===== src/design/assert_macros.svh =====
// Assertion macros used by the top-level design file.
`ifndef ASSERT_MACROS_SVH
`define ASSERT_MACROS_SVH
`ifndef SYNTH
`define ASSERT_IMPLIES(label, ante, cons) \
   label: assert property (@(posedge clock) disable iff (reset) (ante) |-> (cons)) \
      else $error("same-cycle implication failed");
`define ASSERT_NEXT(label, ante, cons) \
   label: assert property (@(posedge clock) disable iff (reset) (ante) |=> (cons)) \
      else $error("next-cycle implication failed");
`else
`define ASSERT_IMPLIES(label, ante, cons)
`define ASSERT_NEXT(label, ante, cons)
`endif
`endif


===== src/design/rfd_isqrt.sv =====
// Pipelined floor square root, one root bit per stage, with a side payload.
`timescale 1ns / 1ps
module rfd_isqrt #(
   parameter int DW   = 36,
   parameter int SIDE = 103
) (
   input  logic                  clock,
   input  logic                  reset,
   input  logic                  in_valid,
   output logic                  in_ready,
   input  logic [DW-1:0]         in_d,
   input  logic [SIDE-1:0]       in_side,
   output logic                  out_valid,
   input  logic                  out_ready,
   output logic [(DW+1)/2-1:0]   out_root,
   output logic [SIDE-1:0]       out_side
);
   localparam int QW = (DW + 1) / 2;
   localparam int EW = 2 * QW;

   logic [QW-1:0] v_ff;
   logic [QW:0]   en;

   logic [EW-1:0]   rem_ff [QW], rem_src [QW], rem_in [QW];
   logic [QW-1:0]   root_ff [QW], root_src [QW], root_in [QW];
   logic [SIDE-1:0] side_ff [QW], side_src [QW];
   logic [EW:0]     term_w [QW];
   logic [QW-1:0]   take_w;

   always_comb begin
      en[QW] = out_ready;
      for (int k = QW - 1; k >= 0; k--) begin
         en[k] = !v_ff[k] || en[k+1];
      end
   end

   assign in_ready = en[0];

   always_comb begin
      rem_src[0]  = EW'(in_d);
      root_src[0] = '0;
      side_src[0] = in_side;
      for (int k = 1; k < QW; k++) begin
         rem_src[k]  = rem_ff[k-1];
         root_src[k] = root_ff[k-1];
         side_src[k] = side_ff[k-1];
      end
      // trial bit j: (r + 2^j)^2 - r^2 = r*2^(j+1) + 2^(2j)
      for (int k = 0; k < QW; k++) begin
         term_w[k] = ((EW + 1)'(root_src[k]) << (QW - k))
                   + ((EW + 1)'(1) << (2 * (QW - 1 - k)));
         take_w[k] = {1'b0, rem_src[k]} >= term_w[k];
         if (take_w[k]) begin
            rem_in[k]  = EW'({1'b0, rem_src[k]} - term_w[k]);
            root_in[k] = root_src[k] | (QW'(1) << (QW - 1 - k));
         end else begin
            rem_in[k]  = rem_src[k];
            root_in[k] = root_src[k];
         end
      end
   end

   always_ff @(posedge clock) begin
      if (reset) begin
         v_ff <= '0;
      end else begin
         if (en[0]) begin
            v_ff[0] <= in_valid;
         end
         for (int k = 1; k < QW; k++) begin
            if (en[k]) begin
               v_ff[k] <= v_ff[k-1];
            end
         end
      end
   end

   always_ff @(posedge clock) begin
      for (int k = 0; k < QW; k++) begin
         if (en[k]) begin
            rem_ff[k]  <= rem_in[k];
            root_ff[k] <= root_in[k];
            side_ff[k] <= side_src[k];
         end
      end
   end

   assign out_valid = v_ff[QW-1];
   assign out_root  = root_ff[QW-1];
   assign out_side  = side_ff[QW-1];
endmodule


===== config.mk =====
export PLATFORM = sky130hd
export DESIGN_NAME = rfd_isqrt
export DESIGN_NICKNAME = d
export VERILOG_FILES = /design/src/design/assert_macros.svh /design/src/design/rfd_isqrt.sv
export SDC_FILE = /design/constraint.sdc
export NUM_CORES = 2
export LEC_CHECK = 0
export ABC_AREA = 1
export BUFFER_PORTS_ARGS = -buffer_cell sky130_fd_sc_hd__buf_2
export CAP_MARGIN = 20
export CELL_PAD_IN_SITES_DETAIL_PLACEMENT = 0
export CELL_PAD_IN_SITES_GLOBAL_PLACEMENT = 1
export CORE_MARGIN = 5
export CORE_UTILIZATION = 45
export DETAILED_ROUTE_END_ITERATION = 16
export PLACE_DENSITY = 0.82
export SLEW_MARGIN = 25
export SYNTH_ARGS = -nofsm -noshare
export SYNTH_HDL_FRONTEND = slang
export SYNTH_SLANG_ARGS = --single-unit

===== constraint.sdc =====
create_clock -name clock -period 19.9 [get_ports clock]
set_input_delay 0.995 -clock clock [delete_from_list [all_inputs] [get_ports clock]]
set_output_delay 0.995 -clock clock [all_outputs]
set_load 0.02 [all_outputs]

==> impl_metrics.yaml <==
clocking:
  cts_tree: "done"
  cts_setup_buffers: 0
  hold_buffers: 0
  ctsRootBufferMaster: "clkbuf_16"
  clockBufferDepth: 3
  clk_pin_slew_ns: 0.06
  clock_sinks: 2655
  worst_skew_pair.late_latency_ns: 0.84
  cts_max_level: 4
  ctsResizeCount: 0
  cts_buffers: 238
sta:
  fmax_mhz: 147
  fin_setup_tns_ns: 0
  post-route-period-util: 0.341
  setup_violations: 0
  fin_crit_ns: 6.79
  finalHoldViolCount: 0
  fin_worst_skew_ns: 0.0713
  rsz0062_at_grt: "false"
  slew_headroom: 0.327
  maxSlewViolCount: 0
  worst_pin_slew_ns: 1.01
critical_path:
  critPathRequiredTime_ns: 18.91
  cpMostUsedCell: "nand4_4"
  slowest_stage: "nand4_4"
  worst_setup_path_end_kind: "output pin"
  crit_arrival_ns: 5.79
  crit_type: "in2out"
  critPathMaxFanout: 67
  cpPeakStageDelay_ns: 0.79
  worst_setup_path_start_kind: "input pin"
  path_cells: "buf_2 > inv_1 > nand3_4 > nor2_2 > nand4_4 > nor2_2 > nand4_4 > buf_4 > nor2_2 > nand4_4 > buf_4 > nor2_4 > nand4_4 > buf_2"
detailed_routing:
  avgViaCountPerCell: 4.94
  ant_nets: 0
  vias: 44950
  drtIter0Drc: 3435
  wl_per_cell_um: 19.9
  drt-pass1-iter-count: 6
  route.detailed.drc: 0
  wl_um: 181000
grt:
  antenna_found_initial: 18
  overflow: 0
  grt_max_degree: 105
  grt_pass1_vias: 45272
  grt_pass1_wl_um: 276000
  grt_usage: 0.161
logic_synthesis:
  synth_ff_type: "edfxtp_1"
  synth.yosys.seq_area_share: 0.831
  synth_area_mm2: 0.0957
  syn-num-nets: 5906
  synth_seq_cells: 2655
  synthTopCellsByCount: "2637 x edfxtp_1, 552 x inv_1, 541 x nand2_1, 354 x nor2_1, 238 x a21oi_1"
  synth_top_area_cell: "edfxtp_1"
  syn_area_per_cell_um2: 17.2
  yosys_warnings: 0
  synthArstFlopShare: 0
  synth_edf_count: 2637
  synth.area.top_cells: "edfxtp_1 83%, ha_1 2.4%, inv_1 2.2%"
  synthCells: 5578
  ys_types: 69
  yosysMostFrequentCell: "edfxtp_1"
  yosys.area.top_type_share: 0.827
floorplan:
  die_w_um: 471
  dieArea_mm2: 0.222
  ioPinCount: 266
  die_y_um: 471
  core_mm2: 0.212
  initial_utilization: 0.452
  row_count: 169
layout:
  drive_gt1_frac: 0.127
  areaGrowthSynthToFinish_pct: 13.5
  diodes: 0
  stdcell_count: 9103
  final_net_count: 6402
power:
  ir_drop_uv: 90.7
  powerDensity_mw_per_mm2: 127
  p_leak_uw: 0.0414
hold_path:
  min_path_type: "in2reg"
run:
  maxCapViolCount: 0
placed_design:
  port_buffers: 265
  dp_hpwl_um: 122000
  gp_congestion: 0.878
  placed_cells: 8654
outcome:
  status: "completed"
==> routing by layer <==
metal  up-vias  GRT usage  share of wire
li1      21521          -              -
met1     21893      0.217           0.42
met2      1270      0.275           0.50
met3       266     0.0252          0.048
met4         0     0.0450          0.026
met5         -          0              0
==> flip-flops by register name (all words and copies together) (netlist names) <==
| signal | count |
|---|---|
| v_ff | 18 |
| rem_ff | 612 |
| side_ff | 1854 |
| root_ff | 171 |
==> where the power goes <==
group | internal, uW | switching [uW] | leakage, uW | total, uW
clock | 2610 | 1980 | 0.00383 | 4590
combinational | 711 | 1180 | 0.00978 | 1890
sequential | 6880 | 424 | 0.0278 | 7300
total | 10200 | 3580 | 0.0414 | 13800
==> cell families after synthesis <==
logic type      after synthesis  share of synthesized area
compound gates              620                     0.0382
xor+xnor                    237                     0.0217
fa+ha+maj                   185                     0.0242
buf+inv                     598                     0.0248
flops                      2655                      0.831
simple gates               1283                     0.0602
==> layout by cell type (no fill, tap or decap), drive strengths merged, types with 14 or more instances in the layout <==
| cell type | instances |
|---|---|
| xor2 | 120 |
| nor3 | 73 |
| inv | 572 |
| or2 | 32 |
| bufinv | 29 |
| a31oi | 19 |
| o211ai | 15 |
| nand2 | 562 |
| nand3 | 101 |
| clkinvlp | 14 |
| clkbuf | 291 |
| nand4 | 47 |
| edfxtp | 2637 |
| a21oi | 255 |
| xnor2 | 117 |
| ha | 185 |
| o21ai | 248 |
| nor4 | 78 |
| clkinv | 107 |
| dfxtp | 18 |
| nor2 | 363 |
| buf | 289 |
| o21a | 14 |
==> worst paths after layout <==
kind / from / endpoint / slack [ns] / depth (start not counted)
hold / removal: in_d[22] / rem_ff[0][22] / 0.32 / 1
setup reg to reg: v_ff[17] / side_ff[1][19] / 14.45 / 12
setup / recovery: out_ready / in_ready / 13.11 / 14
hold reg to reg: side_ff[13][28] / side_ff[14][28] / 0.38 / 0
==> worst max-delay path, delay by kind of cell <==
| kind | cells | cell delay, ns |
|---|---|---|
| AND/OR/NAND/NOR | 9 | 3.19 |
| buffers and inverters | 5 | 1.53 |
==> metrics by stage <==
| step | util | setup slack, ns | area [um2] | total power [uW] | hold slack, ns |
|---|---|---|---|---|---|
| 4_1_cts | 0.513 | 12.96 | 109000 | 13900 | 0.240 |
| 6_report | 0.513 | 13.11 | 109000 | 13800 | 0.317 |
| 3_3_place_gp | 0.475 | 13.24 | 101000 | 9240 | 0.401 |
| 5_1_grt | 0.513 | 12.70 | 109000 | 14400 | 0.249 |
| 3_5_place_dp | 0.475 | 13.15 | 101000 | 9280 | 0.405 |
| 2_1_floorplan | - | 0.733 | 95700 | 8630 | 0.400 |
==> final cells by class <==
| cell class | instances | area [um2] |
|---|---|---|
| multi-input combinational | 2325 | 13900 |
| clock buffer | 291 | 6220 |
| fill | 16657 | 103000 |
| timing repair buffer | 289 | 1560 |
| tap | 2821 | 3530 |
| sequential | 2655 | 79500 |
| clock inverter | 157 | 1730 |
| inverter | 565 | 2170 |
No activity file was read; power rests on OpenSTA's default activity.
