### src/design/assert_macros.svh
// Assertion macros used by the top-level design file.
`ifndef ASSERT_MACROS_SVH
`define ASSERT_MACROS_SVH
`ifndef SYNTH
`define ASSERT_IMPLIES(label, ante, cons) \
   label: assert property (@(posedge clock) disable iff (reset) (ante) |-> (cons)) \
      else $error("same-cycle implication failed");
`define ASSERT_NEXT(label, ante, cons) \
   label: assert property (@(posedge clock) disable iff (reset) (ante) |=> (cons)) \
      else $error("next-cycle implication failed");
`else
`define ASSERT_IMPLIES(label, ante, cons)
`define ASSERT_NEXT(label, ante, cons)
`endif
`endif

### src/design/rfd_pkg.sv
// Types, constants and width helpers for the refraction direction unit.
`timescale 1ns / 1ps
package rfd_pkg;
   localparam int COMP_W = 16;
   localparam int RES_W  = 18;
   localparam int REQ_W  = 7 * COMP_W;
   localparam int RSP_W  = 56;
   localparam int SIDE_W = 3 * RES_W + 3 * COMP_W + 1;

   localparam int OUT_MAX = 131071;
   localparam int OUT_MIN = -131072;

   typedef logic signed [COMP_W-1:0] comp_type;
   typedef logic        [COMP_W-1:0] ratio_type;
   typedef logic signed [RES_W-1:0]  res_type;

   // |1 - len^2| needs room for the unit value and for a full length sum
   function automatic int diff_width(input int frac);
      int w;
      w = 2 * frac + 1;
      return (w > 36) ? w : 36;
   endfunction
endpackage

### src/design/rfd_out.sv
// Parallel component, final sum, saturation and the result register.
`timescale 1ns / 1ps
module rfd_out #(
   parameter int FRAC_BITS = 14,
   parameter int QW        = 18
) (
   input  logic              clock,
   input  logic              reset,
   input  logic              in_valid,
   output logic              in_ready,
   input  logic [QW-1:0]     in_root,
   input  rfd_pkg::res_type  in_q [3],
   input  rfd_pkg::comp_type in_nrm [3],
   input  logic              in_hit,
   output logic              out_valid,
   input  logic              out_ready,
   output rfd_pkg::res_type  out_res [3],
   output logic              out_clipped
);
   import rfd_pkg::*;

   localparam int PRW = QW + 17;
   localparam int NGW = QW + 18;
   localparam int PAW = NGW - FRAC_BITS;
   localparam int RW  = ((PAW > RES_W) ? PAW : RES_W) + 1;
   localparam logic signed [RW-1:0] RMAX = RW'(OUT_MAX);
   localparam logic signed [RW-1:0] RMIN = RW'(OUT_MIN);

   logic [1:0] v_ff;
   logic [2:0] en;

   logic signed [PRW-1:0] prod_ff [3], prod_in [3];
   res_type               q_ff [3];
   logic                  hit_ff;
   logic signed [NGW-1:0] neg_w [3];
   logic signed [PAW-1:0] par_w [3];
   logic signed [RW-1:0]  sum_w [3];
   logic [2:0]            clip_w;
   res_type               res_ff [3], res_in [3];
   logic                  clip_ff;

   assign en[2]    = out_ready;
   assign en[1]    = !v_ff[1] || en[2];
   assign en[0]    = !v_ff[0] || en[1];
   assign in_ready = en[0];

   always_comb begin
      for (int k = 0; k < 3; k++) begin
         prod_in[k] = PRW'($signed({1'b0, in_root})) * PRW'(in_nrm[k]);
         neg_w[k]   = -(NGW'(prod_ff[k]));
         par_w[k]   = $signed(neg_w[k][NGW-1:FRAC_BITS]);
         sum_w[k]   = RW'(q_ff[k]) + RW'(par_w[k]);
         if (sum_w[k] > RMAX) begin
            res_in[k] = RES_W'(OUT_MAX);
            clip_w[k] = 1'b1;
         end else if (sum_w[k] < RMIN) begin
            res_in[k] = RES_W'(OUT_MIN);
            clip_w[k] = 1'b1;
         end else begin
            res_in[k] = RES_W'(sum_w[k]);
            clip_w[k] = 1'b0;
         end
      end
   end

   always_ff @(posedge clock) begin
      if (reset) begin
         v_ff <= '0;
      end else begin
         if (en[0]) begin
            v_ff[0] <= in_valid;
         end
         if (en[1]) begin
            v_ff[1] <= v_ff[0];
         end
      end
   end

   always_ff @(posedge clock) begin
      if (en[0]) begin
         prod_ff <= prod_in;
         q_ff    <= in_q;
         hit_ff  <= in_hit;
      end
      if (en[1]) begin
         res_ff  <= res_in;
         clip_ff <= hit_ff | (|clip_w);
      end
   end

   assign out_valid   = v_ff[1];
   assign out_res     = res_ff;
   assign out_clipped = clip_ff;
endmodule

### config.mk
export PLATFORM = sky130hd
export DESIGN_NAME = rfd_out
export DESIGN_NICKNAME = d
export VERILOG_FILES = /design/src/design/assert_macros.svh /design/src/design/rfd_pkg.sv /design/src/design/rfd_out.sv
export SDC_FILE = /design/constraint.sdc
export NUM_CORES = 2
export LEC_CHECK = 0
export ABC_AREA = 1
export BUFFER_PORTS_ARGS = -buffer_cell sky130_fd_sc_hd__buf_2
export CORE_ASPECT_RATIO = 0.6
export CORE_MARGIN = 2
export CORE_UTILIZATION = 28
export CTS_CLUSTER_DIAMETER = 120
export DETAILED_ROUTE_END_ITERATION = 7
export PLACE_DENSITY = 0.41
export SLEW_MARGIN = 0
export SYNTH_ARGS = -nofsm -noshare
export SYNTH_HDL_FRONTEND = slang
export SYNTH_SLANG_ARGS = --single-unit
### constraint.sdc
create_clock -name clock -period 5.7 [get_ports clock]
set_input_delay 0.57 -clock clock [delete_from_list [all_inputs] [get_ports clock]]
set_output_delay 0.57 -clock clock [all_outputs]
set_load 0.01 [all_outputs]
==> impl_metrics.tcl <==
set metrics [dict create \
    finalHoldViolCount 0 \
    overflow 0 \
    reg2reg_slack_ns 1.10 \
    ctsHoldBuffers 0 \
    finalSetupTns_ns 0 \
    grt_pass1_vias 36200 \
    final-setup-viol-count 0 \
    synth_warnings 0 \
    post-cts-setup-buffer-count 0 \
    core_area_mm2 0.153 \
    grt_start_max_net_pins 107 \
    crit_path_start_kind "input pin" \
    synth_edf_count 215 \
    h-tree-depth 1 \
    r2r-start "prod_ff[72]" \
    final_common_cell "nand2_1" \
    wl_per_cell_um 16.8 \
    drive_gt1_share_pct 14.3 \
    pre_cts_ws_ns -0.590 \
    die_w_um 513 \
    fmax_ghz 0.182 \
    syn_inst 5550 \
    drtAntennaViolNets 0 \
    drc 0 \
    syn_to_final_growth_pct 19.1 \
    start_util_pct 28.3 \
    first_pass_iters 5 \
    hp-start "reset" \
    hold_ws_ns 0.106 \
    cp_max_fo 14 \
    drv_slew 0 \
    netlist_area_mm2 0.0435 \
    cp-startpoint "in_root[10]" \
    ys_seq_area_share_pct 14.9 \
    grt.total_usage_pct 17.5 \
    vias_per_cell 4.30 \
    vias 35100 \
    io-pin-count 182 \
    clk_latency_ns 0.63 \
    max_stage_delay_ns 0.59 \
    setup_ws_ns 0.210 \
    cts_max_path_buffers 3 \
    min_path_type "input pin to register" \
    rsz0062_at_grt "true" \
    ys.flop_type "edfxtp_1" \
    instances_no_fill 8145 \
    maxSlewHeadroom_pct 36.3 \
    crit_chain "clkbuf_4, buf_12, nand2_1, fa_1, fa_1, fa_1, fa_1, inv_1, fa_1, fa_1, ha_1, buf_4, buf_4, nand2_1, inv_1, a21oi_1, o21ai_0, nand2_1, o2111ai_4, a21oi_2, xnor2_1" \
    mostFrequentLayoutCells "nand2_1 (1556), inv_1 (1518), fa_1 (669)" \
    drtIter0Drc 2100 \
    die_h_um 309 \
    place_inst 8085 \
    io_buffer_count 181 \
    worst_setup_path_end_kind "register" \
    syn_avg_cell_area_um2 7.84 \
    ys_ff_latch 217 \
    antenna_found_initial 6 \
    required_ns 6.08 \
    cp_common_cell "fa_1" \
    grt_pass1_wl_mm 215 \
    rows 111 \
    clock_skew_ns 0.0145 \
    tightest_slew_ns 0.956 \
    maxCapViolCount 0 \
    nets 7331 \
    root_buffer "clkbuf_16" \
    die-area_mm2 0.159 \
    postSynthNetCount 6796 \
    cts_tree "yes" \
    clock-sinks 217 \
    synthArstFlopShare_pct 0 \
    crit_type "input pin to register" \
    gp_congestion 0.857 \
    routed_wl_mm 137 \
    period_needed_ns 5.49 \
    outcome "completed" \
    hpwl_mm 117 \
    crit_arrival_ns 5.87 \
    clkTransAtPathRegs_ns 0.06 \
    slowest_stage "fa_1" \
    fin_crit_sh_pct 96.3 \
    synth_cell_types 57 \
    cts_resized 0 \
    cts_made_buffers 29 \
]
==> per-layer routing <==
layer | GRT usage (%) | vias to the layer above | wire (um)
met1 | 28.1 | 16900 | 74100
met3 | 2.83 | 77 | 8150
met2 | 24.6 | 733 | 52600
met4 | 2.27 | 0 | 1960
li1 | - | 17400 | -
met5 | 0 | - | 0
==> kinds of logic after synthesis <==
logic type                 Yosys count  synth area share (%)
DFF                                217                  14.9
buffers and inverters             1719                  14.9
xor gates and xnor gates           165                  3.32
AOI/OAI and AO/OA                  318                  4.20
adders and majority gates         1121                  43.8
and+or+nand+nor                   2010                  18.8
==> cell type report <==
cell class | instances | area, um^2
Timing Repair Buffer | 696 | 5410
Inverter | 1527 | 5730
Fill cell | 16400 | 102000
Clock buffer | 35 | 778
Multi-Input combinational cell | 3614 | 30700
Sequential cell | 217 | 6500
Clock inverter | 19 | 159
Tap cell | 2034 | 2540
Antenna cell | 3 | 7.51
==> registers in the layout, indices dropped and copies added (netlist names) <==
signal and flops:
prod_ff 105, out_res 54, q_ff 54, v_ff 2
hit_ff 1, out_clipped 1
==> worst paths after layout <==
| path | to | cells after the start |
|---|---|---|
| max reg2reg | out_clipped | 23 |
| min | v_ff[1] | 2 |
| min reg2reg | v_ff[1] | 2 |
| max | prod_ff[103] | 21 |
==> cell usage after synthesis, types with 9 or more instances <==
cell type	instances	share of area [%]
fa_1	669	31
a31oi_1	15	0.22
o21ai_0	76	0.87
ha_1	452	13
nor3_1	22	0.25
inv_1	1518	13
edfxtp_1	215	15
o21bai_1	20	0.35
or2_2	13	0.19
nor2_1	197	1.7
inv_2	9	0.078
buf_1	60	0.52
a21oi_1	156	1.8
nand4_1	40	0.58
xor2_1	111	2.2
nand2_1	1558	13
clkbuf_1	125	1.1
nand2_2	20	0.29
a21o_1	12	0.21
xnor2_1	54	1.1
nor3_2	9	0.21
nor2_2	16	0.23
nand3_1	95	1.1
==> worst max-delay path, delay by kind of cell <==
family,cells,cell delay (ns)
xor+xnor,1,0.07
fa+ha+maj,7,3.41
simple gates,3,0.37
buf+inv,6,0.82
compound gates,4,0.62
==> metrics by stage <==
step,utilization [%],cell area (um^2)
after global placement,33.0,50600
final,33.8,51800
after CTS,33.6,51600
after detailed placement,33.0,50600
after floorplan,-,43600
after global routing,33.8,51800
Power is not shown: default switching activity piles up to over one toggle a cycle in this logic, so the estimate is an artifact.
